File: src/rtl/mrac_tlc_pkg.sv
// Shared types, constants and the step program for the tank level controller.
// No dependencies; used by every rtl file of the block.
`default_nettype none
package mrac_tlc_pkg;

	localparam int FRAC_BITS_DEF  = 16;
	localparam int OP_HEIGHT_DEF  = 6554;
	localparam int BASE_DRIVE_DEF = 0;

	// round(2^32 / (100 * pi * 3.75^2)): grams to meters of height
	localparam logic signed [31:0] HEIGHT_K  = 32'sd972182;
	localparam logic signed [31:0] TICK_RATE = 32'sd1000;
	localparam logic signed [31:0] DUTY_FULL = 32'sd255;
	localparam int DEAD_BAND_UNITS = 5;

	// floor(n / 1000) = (n * RECIP_TICK) >> RECIP_SHIFT for any n below 2^32
	localparam logic [31:0] RECIP_TICK = 32'd274877907;
	localparam int RECIP_SHIFT = 38;
	localparam int TQ_W = 26;

	localparam logic signed [31:0] RST_ONE = 32'sd65536;
	localparam logic signed [31:0] RST_TWO = 32'sd131072;
	localparam logic [23:0] RST_DRIVE_MAX  = 24'd786432;

	localparam int DVD_W = 33;
	localparam int DVS_W = 24;
	localparam int CFG_IDX_W = 4;

	localparam logic signed [65:0] S32_MAX = 66'sd2147483647;
	localparam logic signed [65:0] S32_MIN = -66'sd2147483648;

	typedef enum logic [CFG_IDX_W-1:0] {
		REG_REF       = 4'd0,
		REG_A0        = 4'd1,
		REG_A1        = 4'd2,
		REG_P1        = 4'd3,
		REG_P2        = 4'd4,
		REG_GAIN_ST   = 4'd5,
		REG_GAIN_REF  = 4'd6,
		REG_DRIVE_MAX = 4'd7
	} reg_idx_t;

	typedef enum logic [1:0] {
		CLAMP_NONE = 2'd0,
		CLAMP_LOW  = 2'd1,
		CLAMP_HIGH = 2'd2
	} clamp_t;

	typedef enum logic [5:0] {
		OP_MUL_H, OP_H, OP_X1, OP_MUL_DIF, OP_X2,
		OP_MUL_A1V, OP_MUL_A0P, OP_MUL_A0R,
		OP_ACC_NEG, OP_ACC_SUB, OP_ACC_ADD, OP_ACC_LD,
		OP_DIV_ACC, OP_EUL_MV, OP_DIV_MV, OP_EUL_MP, OP_ERR,
		OP_MUL_E1, OP_MUL_E2, OP_EP,
		OP_MUL_SX1, OP_MUL_SX2, OP_MUL_RR, OP_T, OP_MUL_TEP, OP_DQ, OP_DIV_T,
		OP_EUL_GP, OP_EUL_GR, OP_EUL_GF,
		OP_MUL_UP, OP_MUL_UR, OP_MUL_UF, OP_CLAMP,
		OP_MUL_DUTY, OP_DIV_DUTY, OP_EMIT
	} op_t;

	localparam int PC_W = 6;

	typedef struct packed {
		logic load;
		logic exec;
		op_t  op;
	} dp_cmd_t;

	typedef struct packed {
		logic div_done;
	} dp_stat_t;

	function automatic op_t prog_op(input logic [PC_W-1:0] pc);
		op_t o;
		unique case (pc)
			6'd0:  o = OP_MUL_H;
			6'd1:  o = OP_H;
			6'd2:  o = OP_X1;
			6'd3:  o = OP_MUL_DIF;
			6'd4:  o = OP_X2;
			6'd5:  o = OP_MUL_A1V;
			6'd6:  o = OP_ACC_NEG;
			6'd7:  o = OP_MUL_A0P;
			6'd8:  o = OP_ACC_SUB;
			6'd9:  o = OP_MUL_A0R;
			6'd10: o = OP_ACC_ADD;
			6'd11: o = OP_DIV_ACC;
			6'd12: o = OP_EUL_MV;
			6'd13: o = OP_DIV_MV;
			6'd14: o = OP_EUL_MP;
			6'd15: o = OP_ERR;
			6'd16: o = OP_MUL_E1;
			6'd17: o = OP_ACC_LD;
			6'd18: o = OP_MUL_E2;
			6'd19: o = OP_ACC_ADD;
			6'd20: o = OP_EP;
			6'd21: o = OP_MUL_SX1;
			6'd22: o = OP_T;
			6'd23: o = OP_MUL_TEP;
			6'd24: o = OP_DQ;
			6'd25: o = OP_DIV_T;
			6'd26: o = OP_EUL_GP;
			6'd27: o = OP_MUL_SX2;
			6'd28: o = OP_T;
			6'd29: o = OP_MUL_TEP;
			6'd30: o = OP_DQ;
			6'd31: o = OP_DIV_T;
			6'd32: o = OP_EUL_GR;
			6'd33: o = OP_MUL_RR;
			6'd34: o = OP_T;
			6'd35: o = OP_MUL_TEP;
			6'd36: o = OP_DQ;
			6'd37: o = OP_DIV_T;
			6'd38: o = OP_EUL_GF;
			6'd39: o = OP_MUL_UP;
			6'd40: o = OP_ACC_LD;
			6'd41: o = OP_MUL_UR;
			6'd42: o = OP_ACC_ADD;
			6'd43: o = OP_MUL_UF;
			6'd44: o = OP_ACC_ADD;
			6'd45: o = OP_CLAMP;
			6'd46: o = OP_MUL_DUTY;
			6'd47: o = OP_DIV_DUTY;
			default: o = OP_EMIT;
		endcase
		return o;
	endfunction

	// only the duty ratio waits on the serial divider; tick steps use a reciprocal
	function automatic logic is_div(input op_t o);
		return (o == OP_DIV_DUTY);
	endfunction

	function automatic logic signed [31:0] sat32(input logic signed [65:0] v);
		logic signed [31:0] r;
		if (v > S32_MAX)
			r = 32'sh7FFFFFFF;
		else if (v < S32_MIN)
			r = 32'sh80000000;
		else
			r = v[31:0];
		return r;
	endfunction

endpackage
`default_nettype wire

File: src/rtl/mrac_tlc_ctrl.sv
// Sequencer: steps through the op program, waits on the divider, owns the input and output handshakes.
// Depends on mrac_tlc_pkg.
`default_nettype none
module mrac_tlc_ctrl (
	input  wire logic                     clk,
	input  wire logic                     arst_n,
	input  wire logic                     in_valid,
	output logic                          in_stall,
	output logic                          out_valid,
	input  wire logic                     out_stall,
	output mrac_tlc_pkg::dp_cmd_t         cmd,
	input  wire mrac_tlc_pkg::dp_stat_t   stat
);
	typedef enum logic [1:0] {ST_IDLE, ST_RUN, ST_DIV} state_t;

	state_t                         state_q;
	logic [mrac_tlc_pkg::PC_W-1:0]  pc_q;
	mrac_tlc_pkg::op_t              op;
	logic                           exec;

	assign op = mrac_tlc_pkg::prog_op(pc_q);
	// the final write waits until the output slot is free
	assign exec = (state_q == ST_RUN) &&
		((op != mrac_tlc_pkg::OP_EMIT) || !out_valid || !out_stall);
	assign in_stall = (state_q != ST_IDLE);
	assign cmd.load = in_valid && (state_q == ST_IDLE);
	assign cmd.exec = exec;
	assign cmd.op   = op;

	always_ff @(posedge clk or negedge arst_n) begin
		if (!arst_n) begin
			state_q   <= ST_IDLE;
			pc_q      <= '0;
			out_valid <= 1'b0;
		end else begin
			if (exec && op == mrac_tlc_pkg::OP_EMIT)
				out_valid <= 1'b1;
			else if (!out_stall)
				out_valid <= 1'b0;
			unique case (state_q)
				ST_IDLE: begin
					if (in_valid) begin
						pc_q    <= '0;
						state_q <= ST_RUN;
					end
				end
				ST_RUN: begin
					if (exec) begin
						if (mrac_tlc_pkg::is_div(op))
							state_q <= ST_DIV;
						else if (op == mrac_tlc_pkg::OP_EMIT)
							state_q <= ST_IDLE;
						else
							pc_q <= pc_q + 1'b1;
					end
				end
				ST_DIV: begin
					if (stat.div_done) begin
						pc_q    <= pc_q + 1'b1;
						state_q <= ST_RUN;
					end
				end
				default: state_q <= ST_IDLE;
			endcase
		end
	end
endmodule
`default_nettype wire

File: config.mk
export PLATFORM = sky130hd
export DESIGN_NAME = mrac_tlc_ctrl
export DESIGN_NICKNAME = d
export VERILOG_FILES = /design/src/rtl/mrac_tlc_pkg.sv /design/src/rtl/mrac_tlc_ctrl.sv
export SDC_FILE = /design/constraint.sdc
export NUM_CORES = 1
export LEC_CHECK = 0
export BUFFER_PORTS_ARGS = -buffer_cell sky130_fd_sc_hd__buf_2
export CAP_MARGIN = 10
export CORE_UTILIZATION = 58
export CTS_CLUSTER_DIAMETER = 200
export DETAILED_ROUTE_END_ITERATION = 10
export PLACE_DENSITY = 0.8
export REMOVE_ABC_BUFFERS = 1
export SLEW_MARGIN = 10
export SYNTH_ARGS = -nofsm -noshare
export SYNTH_HDL_FRONTEND = slang
export SYNTH_SLANG_ARGS = --single-unit
File: constraint.sdc
create_clock -name clk -period 3.45 [get_ports clk]
set_clock_uncertainty 0.05 [all_clocks]
set_input_delay 0.69 -clock clk [delete_from_list [all_inputs] [get_ports clk]]
set_output_delay 0.69 -clock clk [all_outputs]
set_load 0.005 [all_outputs]
Word-level counts from Yosys, hierarchy flattened
Memory sizes are Yosys's and may differ from the RTL's.
Cells that the tools add are included.
Widths: inputs -> output; s select.

operators by class
  shift-type cells = 0
  bitwise operators = 0
  reduce and logical (&&, ||, !) cells = 12
  mux-type cells = 14
  add/subtract/negate cells = 1
  equality and inequality tests = 12
  order comparisons = 0
  div/mod/pow operators = 0
  multiply operators = 0

operator list
  operator             count
  $mux 6               5
  $pmux 6 s3           1
  $eq 6x6->1 const B   2
  $mux 2               5
  $ne 2x2->1 const B   5
  $add 6x1->6 const B  1
  $ne 6x6->1 const B   1
  $pmux 2 s3           1
  $reduce_and 6->1     1
  $reduce_and 4->1     1
  $logic_and 1x1->1    3
  $ne 3x1->1 const B   1
  $reduce_bool 3->1    1
  $eq 2x1->1 const B   1
  $eq 2x2->1 const B   1
  $logic_not 1->1      2
  $logic_not 2->1      1
  $logic_or 1x1->1     2
  $mux 1               2
  $ne 2x1->1 const B   1
  $reduce_bool 2->1    1

word-level totals
  register bits = 9
  bits in latches = 0
  RAM bits = 0
  memory bits (read-only) = 384
  output and inout bits = 10
  bits of input ports = 5
  word-level logic and storage cells = 43
  memories = 1

memory list
  name              words  width  rd ports  clocked after memory_dff  wr ports  line                text
  (name not given)  64     6      1         0                         0         mrac_tlc_pkg.sv:75  unique case (pc)

Longest topological paths before layout
Gate-level depths: netlist of the first run.
An unclocked memory read counts as a cell.

  depth in word-level cells = 7
  gate-level depth with buffers = 11
  depth with buffers taken out = 9

Least setup slack after synthesis of the first run
No wires, ideal clock.

  path type = register to output
  from = register pc_q[0] (netlist name)
  to = output port cmd[6] (netlist name)
  arrival time = 2.002 ns
  required time = 2.710 ns
  slack = 0.708 ns
  stages on the path, launching flop included = 10
  buffers on the path = 2
  path through = dfrtp_1 > buf_2 > inv_1 > ha_1 > nand2_1 > o21ai_0 > a21o_1 > o32ai_1 > o31a_1 > buf_4

between the ends
  longest elaborated chain between the ends = 5

RTL lines
  element                        line                 text
  from (decl)                    mrac_tlc_ctrl.sv:17  logic [mrac_tlc_pkg::PC_W-1:0] pc_q;
  from (signal assigned)         mrac_tlc_ctrl.sv:54  pc_q <= pc_q + 1'b1;
  from (signal assigned)         mrac_tlc_ctrl.sv:59  pc_q <= pc_q + 1'b1;
  $mem_v2 64x6                   --
  $ne 6x6->1                     mrac_tlc_ctrl.sv:24  ((op != mrac_tlc_pkg::OP_EMIT) || !out_valid || !out_stall);
  $logic_or 1x1->1 (2 in a row)  mrac_tlc_ctrl.sv:24
  $logic_and 1x1->1              mrac_tlc_ctrl.sv:23  assign exec = (state_q == ST_RUN) &&
  to (decl)                      mrac_tlc_ctrl.sv:11  output mrac_tlc_pkg::dp_cmd_t cmd,

No other way between the ends.

==> flow_metrics.env, run 1 <==
export IMPL_crit_end="cmd[1]"
export IMPL_postCtsSetupRepairBufs=0
export IMPL_clock_path_buffers=2
export IMPL_timing_fmax_ghz=0.313
export IMPL_drv_slew=0
export IMPL_die_w_um=47.5
export IMPL_drive_gt1_share_pct=14.8
export IMPL_ys_seq_elements=9
export IMPL_worst_setup_path_type="flip-flop to output port"
export IMPL_cts_max_level=1
export IMPL_drtPass1Iterations=4
export IMPL_worstPathRequired_ps=2710
export IMPL_ys_warnings_count=0
export IMPL_clk_latency_ps=250
export IMPL_final_cell_count_no_fill=196
export IMPL_worst_hold_slack_ps=230
export IMPL_syn_inst=161
export IMPL_cts_tree="yes"
export IMPL_crit_fanout=13
export IMPL_initial_utilization_pct=61.2
export IMPL_finalSetupTns_ps=0
export IMPL_grt_setup_unrepaired="false"
export IMPL_arrival_ps=2450
export IMPL_cp_depth=7
export IMPL_ys_seq_area_share_pct=18.8
export IMPL_vias=1207
export IMPL_crit_slowest_cell="dfrtp_1"
export IMPL_syn_avg_cell_area_um2=7.46
export IMPL_wl_per_cell_um=14.8
export IMPL_area_growth_pct=6.25
export IMPL_portBuffers=14
export IMPL_post_cts_resized=0
export IMPL_clockRootBuffer="clkbuf_4"
export IMPL_start_kind="flip-flop"
export IMPL_cellPowerDensity_nw_per_um2=721
export IMPL_synth_cell_type_count=47
export IMPL_synth_simple_area_share_pct=25.8
export IMPL_dpl_hpwl_um=2190
export IMPL_via_per_inst=6.16
export IMPL_grtUsageTotal_pct=26.6
export IMPL_rr_worst_depth=9
export IMPL_status="finished clean"
export IMPL_slew_headroom_pct=57.8
export IMPL_first_global_vias=951
export IMPL_synth_top_family_by_area="compound AO/OA/AOI/OAI gates"
export IMPL_core_area_um2=1960
export IMPL_grt_max_degree=22
export IMPL_antenna_found_initial=0
export IMPL_synthesis_area_um2=1200
export IMPL_r2r_setup_slack_ps=470
export IMPL_hold_class="input port to asynchronous set/reset pin"
export IMPL_cp_top_family="compound AO/OA/AOI/OAI gates"
export IMPL_rows=16
export IMPL_clkTransAtPathRegs_ps=50
export IMPL_end_kind="output port"
export IMPL_drv_cap=0
export IMPL_fin_crit_ps=3190
export IMPL_ir_drop_mv=0.507
export IMPL_hold_viol_final=0
export IMPL_die_h_um=47.5
export IMPL_final_util_pct=65.1
export IMPL_cts_buffers=3
export IMPL_antenna_left=0
export IMPL_synth_compound_area_share_pct=29.1
export IMPL_grt_pass1_wl_um=4240
export IMPL_wirelength_um=2910
export IMPL_p_leak_nw=0.593
export IMPL_timing_rr_end="pc_q[4]"
export IMPL_numClockSinks=9
export IMPL_ioPinCount=15
export IMPL_drt_iter0_drc=44
export IMPL_overflow=0
export IMPL_setup_violations=0
export IMPL_critical_path_buf_inv_count=2
export IMPL_cts_hold_buf=0
export IMPL_insertedDiodeCount=0
export IMPL_globalplace_congestion=0.937
export IMPL_fin_crit_sh_pct=92.5
export IMPL_path_cells="inv_1 -> ha_1 -> nor2b_1 -> a21oi_1 -> o32ai_1 -> o31a_1 -> buf_2"
export IMPL_finalWorstSetupSlack_ps=259
export IMPL_nNetsFinal=188
export IMPL_drc=0
export IMPL_r2r_start="pc_q[0]"
export IMPL_worst_pin_slew_ps=633
export IMPL_critPathMaxStageDelay_ps=580
export IMPL_synthMuxAreaShare_pct=2.50
export IMPL_synth_xor_area_share_pct=0.729
export IMPL_die_area_um2=2260
export IMPL_place_ws_ps=429
export IMPL_cp_startpoint="pc_q[0]"
export IMPL_synthAdderAreaFrac_pct=13.5
export IMPL_place_inst=192
[worst min path at each step]
stage                          from        end  slack (ps)
after global placement    out_valid  out_valid         480
after CTS                    arst_n    pc_q[3]         220
after floorplan              arst_n  out_valid         340
after global routing         arst_n    pc_q[3]         230
after detailed placement     arst_n    pc_q[2]         500
final                        arst_n    pc_q[3]         230
[worst register-to-register path: cells and delay by family, from the launching register on]
family,cells,cell delay (ps)
AO/OA/AOI/OAI,4,890
AND/OR/NAND/NOR,3,790
flip-flops,1,580
adder cells (fa/ha/maj),1,410
buffers and inverters,1,190
[cell families (layout without fill, tap and decap cells)]
| logic type | Yosys count | count (layout) |
|---|---|---|
| simple gates | 62 | 62 |
| compound gates | 50 | 50 |
| buf+inv | 23 | 31 |
| fa+ha+maj | 13 | 13 |
| flops | 9 | 9 |
| mux | 3 | 3 |
| xor+xnor | 1 | 1 |
[final cells by class]
cell class | instances | area (um^2)
sequential | 9 | 225
fill | 179 | 686
tap | 27 | 33.8
timing repair buffer | 15 | 77.6
clock buffer | 4 | 26.3
inverter | 12 | 45.0
multi-input combinational | 129 | 868
[per-stage QoR]
step / total power (W) / cell area, um^2
final: 0.000920 / 1280
after global routing: 0.00101 / 1280
after CTS: 0.000909 / 1270
after detailed placement: 0.000827 / 1240
after global placement: 0.000807 / 1240
after floorplan: 0.000650 / 1130
[Yosys cell counts, drive strengths merged]
library cell	instances	share of area, %
o21ai	12	5.0
inv	12	3.7
nor2b	5	3.2
a41oi	1	0.73
o31a	2	1.5
nand2b	3	1.6
a211o	1	0.73
a32o	1	0.83
dfrtp	9	19
ha	13	14
or4	2	1.2
nor3	4	1.7
buf	6	4.3
a21oi	10	4.2
a311oi	1	0.73
or2	2	1.0
o21a	2	1.2
o211ai	4	2.5
nand3	9	3.7
a311o	1	0.83
clkbuf	5	1.6
nor2	9	2.8
nor3b	1	0.63
a211oi	3	2.3
and2	1	0.52
o221a	1	0.94
and3	1	0.52
nand4	1	0.52
a221oi	1	0.73
a21o	2	1.2
o32ai	2	1.5
nand3b	1	0.63
mux2i	3	2.5
o211a	2	1.7
a31o	2	1.5
nand2	22	6.9
and2b	1	0.83
o22ai	2	1.0
xnor2	1	0.73
[power by group]
part	internal, W	switching (W)	total, W
clock network	0.0000443	0.0000320	0.0000763
registers	0.000133	0.0000776	0.000211
logic	0.000270	0.000363	0.000633
total	0.000447	0.000472	0.000920
[sequential cells by signal, indices dropped and copies added (netlist names)]
name / count
out_valid: 1
state_q: 2
pc_q: 6
[cell usage in the layout, fill, tap and decap left out, drive strengths merged, types with 3 or more instances in the layout]
cell type	instances
nand2	22
buf	15
ha	13
inv	12
o21ai	12
a21oi	10
nor2	9
nand3	9
dfrtp	9
nor2b	5
nor3	4
o211ai	4
clkbuf	4
nand2b	3
mux2i	3
a211oi	3
[per-layer routing]
| layer | part of all wire [%] | vias to the layer above | GRT usage (%) |
|---|---|---|---|
| li1 | - | 591 | - |
| met1 | 44 | 548 | 40.0 |
| met2 | 46 | 62 | 39.2 |
| met3 | 8.0 | 6 | 3.40 |
| met4 | 1.4 | 0 | 8.57 |
| met5 | 0 | - | 0 |
No activity file was read; power rests on OpenSTA's default activity.
==> run 2, diff against run 1 <==
CORE_UTILIZATION = 60   (was 58)
PLACE_DENSITY = 0.82   (was 0.8)
clock period = 3.9 ns   (was 3.45 ns; I/O delays follow)
==> run 2 against run 1 <==
Effect of this change:
- setup slack improved by 250 ps
- register-to-register slack improved by 460 ps
- cell area decreased by 1.4%
- worst hold slack improved by 85 ps
- routed wire length decreased by 3.4%
- combinational power decreased by 15%
- critical path depth increased by 1
- power decreased by 13%
- clock power decreased by 11%
- largest cell class unchanged
==> flow_metrics.env, run 2 (synthesis gave the netlist of run 1 again) <==
export IMPL_r2r_setup_slack_ps=930
export IMPL_final_util_pct=69.9
export IMPL_postCtsSetupRepairBufs=0
export IMPL_drtPass1Iterations=4
export IMPL_numClockSinks=9
export IMPL_fin_crit_ps=3400
export IMPL_drive_gt1_share_pct=13.7
export IMPL_reg_top3="pc_q (6), state_q (2), out_valid (1)"
export IMPL_globalplace_congestion=0.947
export IMPL_crit_slowest_cell="dfrtp_1"
export IMPL_cellPowerDensity_nw_per_um2=633
export IMPL_core_area_um2=1800
export IMPL_initial_utilization_pct=66.7
export IMPL_dpl_hpwl_um=2100
export IMPL_slew_headroom_pct=43.7
export IMPL_crit_fanout=13
export IMPL_ir_drop_mv=0.434
export IMPL_place_ws_ps=800
export IMPL_grt_pass1_wl_um=4630
export IMPL_setup_violations=0
export IMPL_die_w_um=46.7
export IMPL_cts_hold_buf=0
export IMPL_drt_iter0_drc=46
export IMPL_ioPinCount=15
export IMPL_r2r_start="pc_q[0]"
export IMPL_wirelength_um=2810
export IMPL_critical_path_buf_inv_count=2
export IMPL_timing_fmax_ghz=0.294
export IMPL_place_inst=189
export IMPL_p_leak_nw=0.586
export IMPL_cts_buffers=3
export IMPL_clockRootBuffer="clkbuf_4"
export IMPL_hold_class="input port to asynchronous set/reset pin"
export IMPL_antenna_found_initial=0
export IMPL_via_per_inst=6.18
export IMPL_cts_max_level=1
export IMPL_vias=1192
export IMPL_end_kind="output port"
export IMPL_final_common_cell="nand2_1"
export IMPL_cp_top_family="compound AO/OA/AOI/OAI gates"
export IMPL_wl_per_cell_um=14.6
export IMPL_worst_setup_path_type="flip-flop to output port"
export IMPL_overflow=0
export IMPL_clkTransAtPathRegs_ps=50
export IMPL_top_register="pc_q"
export IMPL_clock_path_buffers=2
export IMPL_drv_cap=0
export IMPL_status="finished clean"
export IMPL_die_area_um2=2180
export IMPL_insertedDiodeCount=0
export IMPL_area_growth_pct=4.79
export IMPL_finalWorstSetupSlack_ps=504
export IMPL_timing_rr_end="pc_q[3]"
export IMPL_antenna_left=0
export IMPL_worstPathRequired_ps=3070
export IMPL_critPathMaxStageDelay_ps=560
export IMPL_fin_crit_sh_pct=87.1
export IMPL_nNetsFinal=187
export IMPL_start_kind="flip-flop"
export IMPL_drc=0
export IMPL_rr_worst_depth=9
export IMPL_n_fill_cell=167
export IMPL_portBuffers=14
export IMPL_grtUsageTotal_pct=29.4
export IMPL_final_cell_count_no_fill=193
export IMPL_drv_slew=0
export IMPL_worst_pin_slew_ps=845
export IMPL_largest_reg_flops=6
export IMPL_path_cells="inv_1 -> ha_1 -> nand2_1 -> o21ai_0 -> a21o_1 -> o32ai_1 -> o31a_1 -> buf_2"
export IMPL_grt_setup_unrepaired="false"
export IMPL_layout_common_cells="22 x nand2_1, 14 x buf_2, 13 x ha_1"
export IMPL_cts_tree="yes"
export IMPL_arrival_ps=2570
export IMPL_rows=15
export IMPL_finalSetupTns_ps=0
export IMPL_first_global_vias=1066
export IMPL_hold_viol_final=0
export IMPL_grt_max_degree=32
export IMPL_post_cts_resized=0
export IMPL_cp_startpoint="pc_q[0]"
export IMPL_clk_latency_ps=250
export IMPL_die_h_um=46.7
## run 2: cell count changes in the layout (fill, tap and decap cells not counted)
cell     delta
buf_4       -1
o32ai_2     -1
o32ai_1     +1
## run 2: power breakdown
group	switching [W]	leakage, nW	internal [W]	total [W]
registers	0.0000752	0.119	0.000118	0.000193
clock network	0.0000290	0.0150	0.0000392	0.0000682
logic	0.000304	0.452	0.000231	0.000536
total	0.000409	0.586	0.000388	0.000797
## run 2: through the flow
stage / instance area, um^2 / hold slack (ps) / power, W
final: 1260 / 315 / 0.000797
after global routing: 1260 / 321 / 0.000881
after floorplan: 1130 / 434 / 0.000575
after global placement: 1230 / 476 / 0.000707
after CTS: 1260 / 311 / 0.000795
after detailed placement: 1230 / 497 / 0.000723
## run 2: cell type report
| type | instances | area [um^2] | area share (%) |
|---|---|---|---|
| multi-input combinational | 129 | 861 | 68.4 |
| tap | 25 | 31.3 | 2.49 |
| timing repair buffer | 14 | 70.1 | 5.57 |
| sequential | 9 | 225 | 17.9 |
| inverter | 12 | 45.0 | 3.58 |
| clock buffer | 4 | 26.3 | 2.09 |
## run 2: worst max path at each step
stage,end,slack [ps],depth (start not counted)
6_report,cmd[6],500,8
5_1_grt,cmd[6],280,8
4_1_cts,cmd[6],510,8
3_5_place_dp,cmd[6],800,8
3_3_place_gp,cmd[6],930,8
2_1_floorplan,cmd[6],1130,7
## run 2: layer usage
metal	up-vias	GRT usage (%)	part of all wire, %
met4	0	12.6	1.5
met3	5	3.85	6.9
met2	50	45.6	48
li1	589	-	-
met5	-	0	0
met1	548	41.3	44
